[src/design/assert_macros.svh]
// Assertion macros included by resolution_id_cam_fifo_evict.
// The first set of definitions applies outside synthesis.
// The second set leaves each macro empty for synthesis.
`ifndef ASSERT_MACROS_SVH
`define ASSERT_MACROS_SVH

`ifndef SYNTHESIS

// Check prop at each rising edge of clk while reset is released.
`define RICT_ASSERT(label, clk, rst_n, prop) \
    label: assert property (@(posedge clk) disable iff (!rst_n) (prop)) \
        else $error("rict assertion failed");

// Check that cond never holds at a rising edge of clk while reset is released.
`define RICT_NEVER(label, clk, rst_n, cond) \
    label: assert property (@(posedge clk) disable iff (!rst_n) !(cond)) \
        else $error("rict forbidden condition seen");

`else

`define RICT_ASSERT(label, clk, rst_n, prop)
`define RICT_NEVER(label, clk, rst_n, cond)

`endif

`endif

[src/design/rict_pkg.sv]
`timescale 1ns / 1ps
// ----------------------------------------------------------------------------
// rict_pkg: shared constants and types for the resolution id table
// Holds the field widths, the default table depth and the cell control word.
// ----------------------------------------------------------------------------
package rict_pkg;

    localparam int KeyW            = 16;
    localparam int SetIdW          = 3;
    localparam int TableEntriesDef = 8;

    // Per-cell update command; load has priority over shift.
    typedef struct packed {
        logic load;
        logic shift;
    } cell_ctrl_t;

endpackage

[src/design/rict_cell.sv]
`timescale 1ns / 1ps
// ----------------------------------------------------------------------------
// rict_cell: one entry of the resolution table
// Stores one width/height pair with its id. It compares the pair against the
// incoming key and loads either the new entry or the data of its upper neighbor.
// ----------------------------------------------------------------------------
module rict_cell #(
    parameter int IdW = 3
) (
    input  logic                       clk,
    input  logic                       valid,
    input  logic [rict_pkg::KeyW-1:0]  key_width,
    input  logic [rict_pkg::KeyW-1:0]  key_height,
    input  logic [IdW-1:0]             new_id,
    input  logic [rict_pkg::KeyW-1:0]  nb_width,
    input  logic [rict_pkg::KeyW-1:0]  nb_height,
    input  logic [IdW-1:0]             nb_id,
    input  rict_pkg::cell_ctrl_t       ctrl,
    output logic [rict_pkg::KeyW-1:0]  width,
    output logic [rict_pkg::KeyW-1:0]  height,
    output logic [IdW-1:0]             id,
    output logic                       hit
);

    logic [rict_pkg::KeyW-1:0] width_reg;
    logic [rict_pkg::KeyW-1:0] height_reg;
    logic [IdW-1:0]            id_reg;

    always_ff @(posedge clk)
    begin
        priority if (ctrl.load)
        begin
            width_reg  <= key_width;
            height_reg <= key_height;
            id_reg     <= new_id;
        end
        else if (ctrl.shift)
        begin
            width_reg  <= nb_width;
            height_reg <= nb_height;
            id_reg     <= nb_id;
        end
    end

    assign hit    = valid && (width_reg == key_width) && (height_reg == key_height);
    assign width  = width_reg;
    assign height = height_reg;
    assign id     = id_reg;

endmodule

[src/design/resolution_id_cam_fifo_evict.sv]
`timescale 1ns / 1ps
// ----------------------------------------------------------------------------
// resolution_id_cam_fifo_evict: resolution to parameter-set id lookup
// Compares a width/height pair against a chain of table cells. A hit returns
// the stored id; a miss appends the pair, or drops the oldest entry and
// moves every cell down one place when the table is full.
// ----------------------------------------------------------------------------
// Channel   Handshake         Fields
// input     start / busy      pic_width[15:0], pic_height[15:0]
// result    done (strobe)     set_id[2:0], was_known
//
// One word is taken per cycle: busy stays low, so start may be held high.
// The lookup against all cells and the table update both happen at the
// accepting edge; done rises for one cycle right after it.
// Reset clears the fill count, the id counter and the result strobe;
// the cells themselves are not cleared. The receiver cannot stall done.
// ----------------------------------------------------------------------------
`include "assert_macros.svh"

module resolution_id_cam_fifo_evict #(
    parameter int TABLE_ENTRIES = rict_pkg::TableEntriesDef
) (
    input  logic                         clk,
    input  logic                         rst_n,
    input  logic                         start,
    output logic                         busy,
    input  logic [rict_pkg::KeyW-1:0]    pic_width,
    input  logic [rict_pkg::KeyW-1:0]    pic_height,
    output logic                         done,
    output logic [rict_pkg::SetIdW-1:0]  set_id,
    output logic                         was_known
);

    localparam int IdW  = (TABLE_ENTRIES > 1) ? $clog2(TABLE_ENTRIES) : 1;
    localparam int CntW = $clog2(TABLE_ENTRIES + 1);

    logic [CntW-1:0] count_reg,  count_next;
    logic [IdW-1:0]  next_id_reg, next_id_next;
    logic            done_reg;
    logic [rict_pkg::SetIdW-1:0] set_id_reg, set_id_next;
    logic            was_known_reg;

    logic [rict_pkg::KeyW-1:0] cell_width  [TABLE_ENTRIES];
    logic [rict_pkg::KeyW-1:0] cell_height [TABLE_ENTRIES];
    logic [IdW-1:0]            cell_id     [TABLE_ENTRIES];
    logic [rict_pkg::KeyW-1:0] nb_width    [TABLE_ENTRIES];
    logic [rict_pkg::KeyW-1:0] nb_height   [TABLE_ENTRIES];
    logic [IdW-1:0]            nb_id       [TABLE_ENTRIES];
    logic [TABLE_ENTRIES-1:0]  cell_valid;
    logic [TABLE_ENTRIES-1:0]  cell_hit;
    rict_pkg::cell_ctrl_t      cell_ctrl   [TABLE_ENTRIES];

    logic           accept;
    logic           any_hit;
    logic           full;
    logic           miss;
    logic [IdW-1:0] hit_id;

    assign busy   = 1'b0;
    assign accept = start && !busy;
    assign full   = (count_reg == CntW'(TABLE_ENTRIES));
    assign any_hit = |cell_hit;
    assign miss   = accept && !any_hit;

    genvar g;
    generate
        for (g = 0; g < TABLE_ENTRIES; g++)
        begin : g_cell
            assign cell_valid[g] = (CntW'(g) < count_reg);

            // Each cell takes its upper neighbor; the top cell takes the new word.
            if (g == TABLE_ENTRIES - 1)
            begin : g_top
                assign nb_width[g]  = pic_width;
                assign nb_height[g] = pic_height;
                assign nb_id[g]     = next_id_reg;
            end
            else
            begin : g_mid
                assign nb_width[g]  = cell_width[g+1];
                assign nb_height[g] = cell_height[g+1];
                assign nb_id[g]     = cell_id[g+1];
            end

            assign cell_ctrl[g].shift = miss && full;
            assign cell_ctrl[g].load  = miss && !full && (count_reg == CntW'(g));

            rict_cell #(
                .IdW (IdW)
            ) u_cell (
                .clk        (clk),
                .valid      (cell_valid[g]),
                .key_width  (pic_width),
                .key_height (pic_height),
                .new_id     (next_id_reg),
                .nb_width   (nb_width[g]),
                .nb_height  (nb_height[g]),
                .nb_id      (nb_id[g]),
                .ctrl       (cell_ctrl[g]),
                .width      (cell_width[g]),
                .height     (cell_height[g]),
                .id         (cell_id[g]),
                .hit        (cell_hit[g])
            );
        end
    endgenerate

    // At most one cell matches, so an OR of the masked ids selects it.
    always_comb
    begin
        hit_id = '0;
        for (int i = 0; i < TABLE_ENTRIES; i++)
        begin
            hit_id = hit_id | (cell_id[i] & {IdW{cell_hit[i]}});
        end
    end

    always_comb
    begin
        count_next   = count_reg;
        next_id_next = next_id_reg;
        set_id_next  = set_id_reg;
        if (accept)
        begin
            if (any_hit)
            begin
                set_id_next = rict_pkg::SetIdW'(hit_id);
            end
            else
            begin
                set_id_next = rict_pkg::SetIdW'(next_id_reg);
                if (!full)
                begin
                    count_next = count_reg + CntW'(1);
                end
                if (next_id_reg == IdW'(TABLE_ENTRIES - 1))
                begin
                    next_id_next = '0;
                end
                else
                begin
                    next_id_next = next_id_reg + IdW'(1);
                end
            end
        end
    end

    always_ff @(posedge clk or negedge rst_n)
    begin
        if (!rst_n)
        begin
            count_reg   <= '0;
            next_id_reg <= '0;
            done_reg    <= 1'b0;
        end
        else
        begin
            count_reg   <= count_next;
            next_id_reg <= next_id_next;
            done_reg    <= accept;
        end
    end

    always_ff @(posedge clk)
    begin
        set_id_reg <= set_id_next;
        if (accept)
        begin
            was_known_reg <= any_hit;
        end
    end

    assign done      = done_reg;
    assign set_id    = set_id_reg;
    assign was_known = was_known_reg;

    `RICT_ASSERT(a_single_hit, clk, rst_n, $onehot0(cell_hit))
    `RICT_NEVER(a_count_bound, clk, rst_n, count_reg > CntW'(TABLE_ENTRIES))
    `RICT_ASSERT(a_done_follows_start, clk, rst_n, done |-> $past(accept))
    `RICT_ASSERT(a_append_grows, clk, rst_n,
        (miss && !full) |=> (count_reg == $past(count_reg) + CntW'(1)))

endmodule

[config.mk]
export PLATFORM = sky130hd
export DESIGN_NAME = resolution_id_cam_fifo_evict
export DESIGN_NICKNAME = d
export VERILOG_FILES = /design/src/design/rict_pkg.sv /design/src/design/rict_cell.sv /design/src/design/resolution_id_cam_fifo_evict.sv
export VERILOG_INCLUDE_DIRS = /design/src /design/src/design
export SDC_FILE = /design/constraint.sdc
export NUM_CORES = 1
export LEC_CHECK = 0
export BUFFER_PORTS_ARGS = -buffer_cell sky130_fd_sc_hd__clkbuf_2
export CORE_UTILIZATION = 29
export DETAILED_ROUTE_END_ITERATION = 7
export HOLD_SLACK_MARGIN = 0.02
export PLACE_DENSITY_LB_ADDON = 0.2
export SLEW_MARGIN = 0
export SYNTH_ARGS = -nofsm -noshare
export SYNTH_HDL_FRONTEND = slang
export SYNTH_SLANG_ARGS = --single-unit
[constraint.sdc]
create_clock -name clk -period 11.4 [get_ports clk]
set_input_delay 2.28 -clock clk [delete_from_list [all_inputs] [get_ports clk]]
set_output_delay 2.28 -clock clk [all_outputs]
set_load 0.1 [all_outputs]
==> flow_summary_export.csv <==
group,metric,value,unit
clock_tree,htreeDepth,2,
timing,fin_crit,6.36,ns
critical_path,max_stage_delay,0.75,ns
drt,drtIter0Drc,550,
critical_path,crit_required,11.45,ns
timing,period_share,55.8,%
layout,antenna_cells,0,
drt,via_per_inst,4.67,
floorplan,die_w,235,um
critical_path,cp_max_fo,36,
floorplan,ios,41,
synth,synth_area_leaders,"edfxtp_1 54%, mux2_2 14%, xor2_1 13%",
global_routing,overflow,0,
drt,post_drt_wl_per_cell,23.5,um
synth,syn_nets,1096,
place,dp_slack,4.04,ns
synth,synth_fa_ha_area_share,0.477,%
timing,final-setup-viol-count,0,
timing,drv_slew,0,
layout,post-route-util,32.3,%
global_routing,grt_usage,15.2,%
synth,synth_area_leader_cell,"edfxtp_1",
drt,route.detailed.drc,2,
critical_path,arrival,6.41,ns
synth,yosysSeqAreaShare,55.5,%
critical_path,path_class,"in -> reg",
place,io_buffer_count,39,
timing,setup_tns,0,ns
synth,postSynthAreaPerCell,14.9,um^2
global_routing,antenna_found_initial,0,
synth,synth_top_family_by_area,"multiplexers",
layout,final_cell_mix,"284 x edfxtp_1, 230 x xor2_1, 194 x mux2_2, 58 x mux2_4, 52 x nor4_1",
timing,tightest_slew,1.20,ns
clock_tree,cts_buffers,37,
run_status,violations,"design-rule violations",
synth,synth_top_area_share,54.2,%
timing,setup_ws,5.04,ns
critical_path,crit_slowest_cell,"nand2_2",
drt,vias,8264,
critical_path,crit_buf_inv,1,
run_status,status,"finished with violations",
power_and_ir_drop,power.density,202,mW/mm^2
timing,maxSlewHeadroom,20.2,%
timing,rsz0062_at_grt,"no",
place,gp_congestion,0.782,
layout,area_growth,10.4,%
place,placed_cell_area,0.0162,mm^2
run,cap_violations,0,
clock_tree,cts_sinks,292,
synth,netlist_area,0.0157,mm^2
place,dp_cells,1703,
synth,yosys.area_share.xor_xnor,14.4,%
layout,fin_cells,1769,
timing,fin_hold_ws,0.588,ns
synth,yosys_warnings,0,
synth,synthCells,1055,
clock_tree,cts_root_buf,"clkbuf_16",
critical_path,cpLargestDelayFamily,"simple AND/OR/NAND/NOR gates",
power_and_ir_drop,p_total,3.50,mW
floorplan,start_util,29.3,%
layout,final_common_cell,"edfxtp_1",
layout,final_area,0.0174,mm^2
clock_tree,clkTransAtPathRegs,0.06,ns
drt,finalWirelength,41.5,mm
clock_tree,clkLatencyLatePin,0.56,ns
clock_tree,cts_tree,"yes",
synth,synth_compound_area_share,0.795,%
synth,synth.mux.area_fraction,19.5,%
layout,fill_cells,5245,
critical_path,cp-end-kind,"register",
clock_tree,cts_resized,0,
power_and_ir_drop,ir_drop,0.0940,mV
timing,hold_viol,0,
layout,layout.nets,1088,
clock_tree,post_cts_buffers,0,
global_routing,grt_pass1_wl,61.2,mm
layout,drive_above_1_share,33.6,%
floorplan,row_count,85,
synth,synthSimpleGateAreaFrac,5.25,%
floorplan,coreArea,0.0537,mm^2
global_routing,grt_pass1_vias,8763,
critical_path,crit_chain,"clkbuf_2 > xnor2_1 > o2111ai_1 > or3_1 > nor3_1 > nor4_1 > and3_1 > nand4_4 > nand2_2",
critical_path,cp-start-kind,"input port",
power_and_ir_drop,leakagePower,5.95,nW
floorplan,die_area,0.0552,mm^2
min_path,hold_path_class,"reg -> reg",
floorplan,die_height,235,um
drt,drtAntennaViolNets,0,
clock_tree,clk_path_buf_depth,3,
timing,max_freq,157,MHz
clock_tree,cts_hold_buf,0,
place,hpwl,29.5,mm
global_routing,grt_max_degree,37,
drt,drt-pass1-iter-count,7,
timing,skew,0.0237,ns
synth,synthDistinctLibCells,37,
synth,ys_seq_elements,292,
synth_stat cells (all sizes together):
master   instances
a22oi           12
buf             94
nor2            10
conb             1
nand2b           3
xnor2           28
nor2b            1
nand3           10
mux2           253
and3b            1
a31oi            1
nand2            7
nand4           24
nor3            13
dfrtp            8
ha               6
or3              2
o2111ai          1
and4             2
edfxtp         284
a21oi            4
and3             2
nor4            54
xor2           230
or4              1
inv              3
final timing paths:
kind / slack, ns / cells past startpoint / startpoint / to
setup / recovery: 5.04 / 9 / pic_width[14] / g_cell[6].u_cell.width[9]
hold / removal: 0.59 / 1 / g_cell[6].u_cell.width[7] / g_cell[5].u_cell.width[7]
setup reg to reg: 6.61 / 9 / count_reg[3] / g_cell[6].u_cell.width[9]
hold reg to reg: 0.59 / 1 / g_cell[6].u_cell.width[7] / g_cell[5].u_cell.width[7]
max in group asynchronous: 9.51 / 1 / rst_n / count_reg[1]
min in group asynchronous: 1.63 / 1 / rst_n / count_reg[3]
report_power, final:
part           total (mW)  leakage [nW]  internal [mW]  switching [mW]
Combinational       0.770          2.74          0.325           0.445
Sequential           1.61          2.68           1.47           0.146
Clock                1.12         0.534          0.647           0.471
cell type report:
| cell class | count | area [um^2] | share of cell area [%] |
|---|---|---|---|
| tap | 696 | 871 | 5.01 |
| inverter | 3 | 11.3 | 0.0648 |
| sequential | 292 | 8730 | 50.3 |
| clock inverter | 13 | 81.3 | 0.468 |
| clock buffer | 52 | 1020 | 5.90 |
| multi-input combinational | 666 | 6380 | 36.7 |
| timing repair buffer | 47 | 268 | 1.54 |
routing by layer:
layer	GRT usage [%]	routed length, um	up-vias
met5	0	0	-
met4	5.34	1230	0
met3	2.71	1410	57
met2	26.0	20500	162
met1	19.1	18400	4163
li1	-	-	3882
logic make-up after synthesis:
family / count (synthesis)
buffers and inverters: 97
adder cells (fa/ha/maj): 6
flip-flops: 292
XOR/XNOR: 258
multiplexers: 253
other: 1
AND/OR/NAND/NOR: 130
AO/OA/AOI/OAI: 18
worst reg2reg max path: stages, from the launching register on:
cell and delay (ns):
dfrtp_1 0.53, nor3_1 0.61, nor3_1 0.21, nand4_1 0.18, nor4_2 0.07, buf_4 0.17, nor2_1 0.07, and3_1 0.69
nand4_4 0.74, nand2_2 1.07
(Power assumes the default switching activity.)
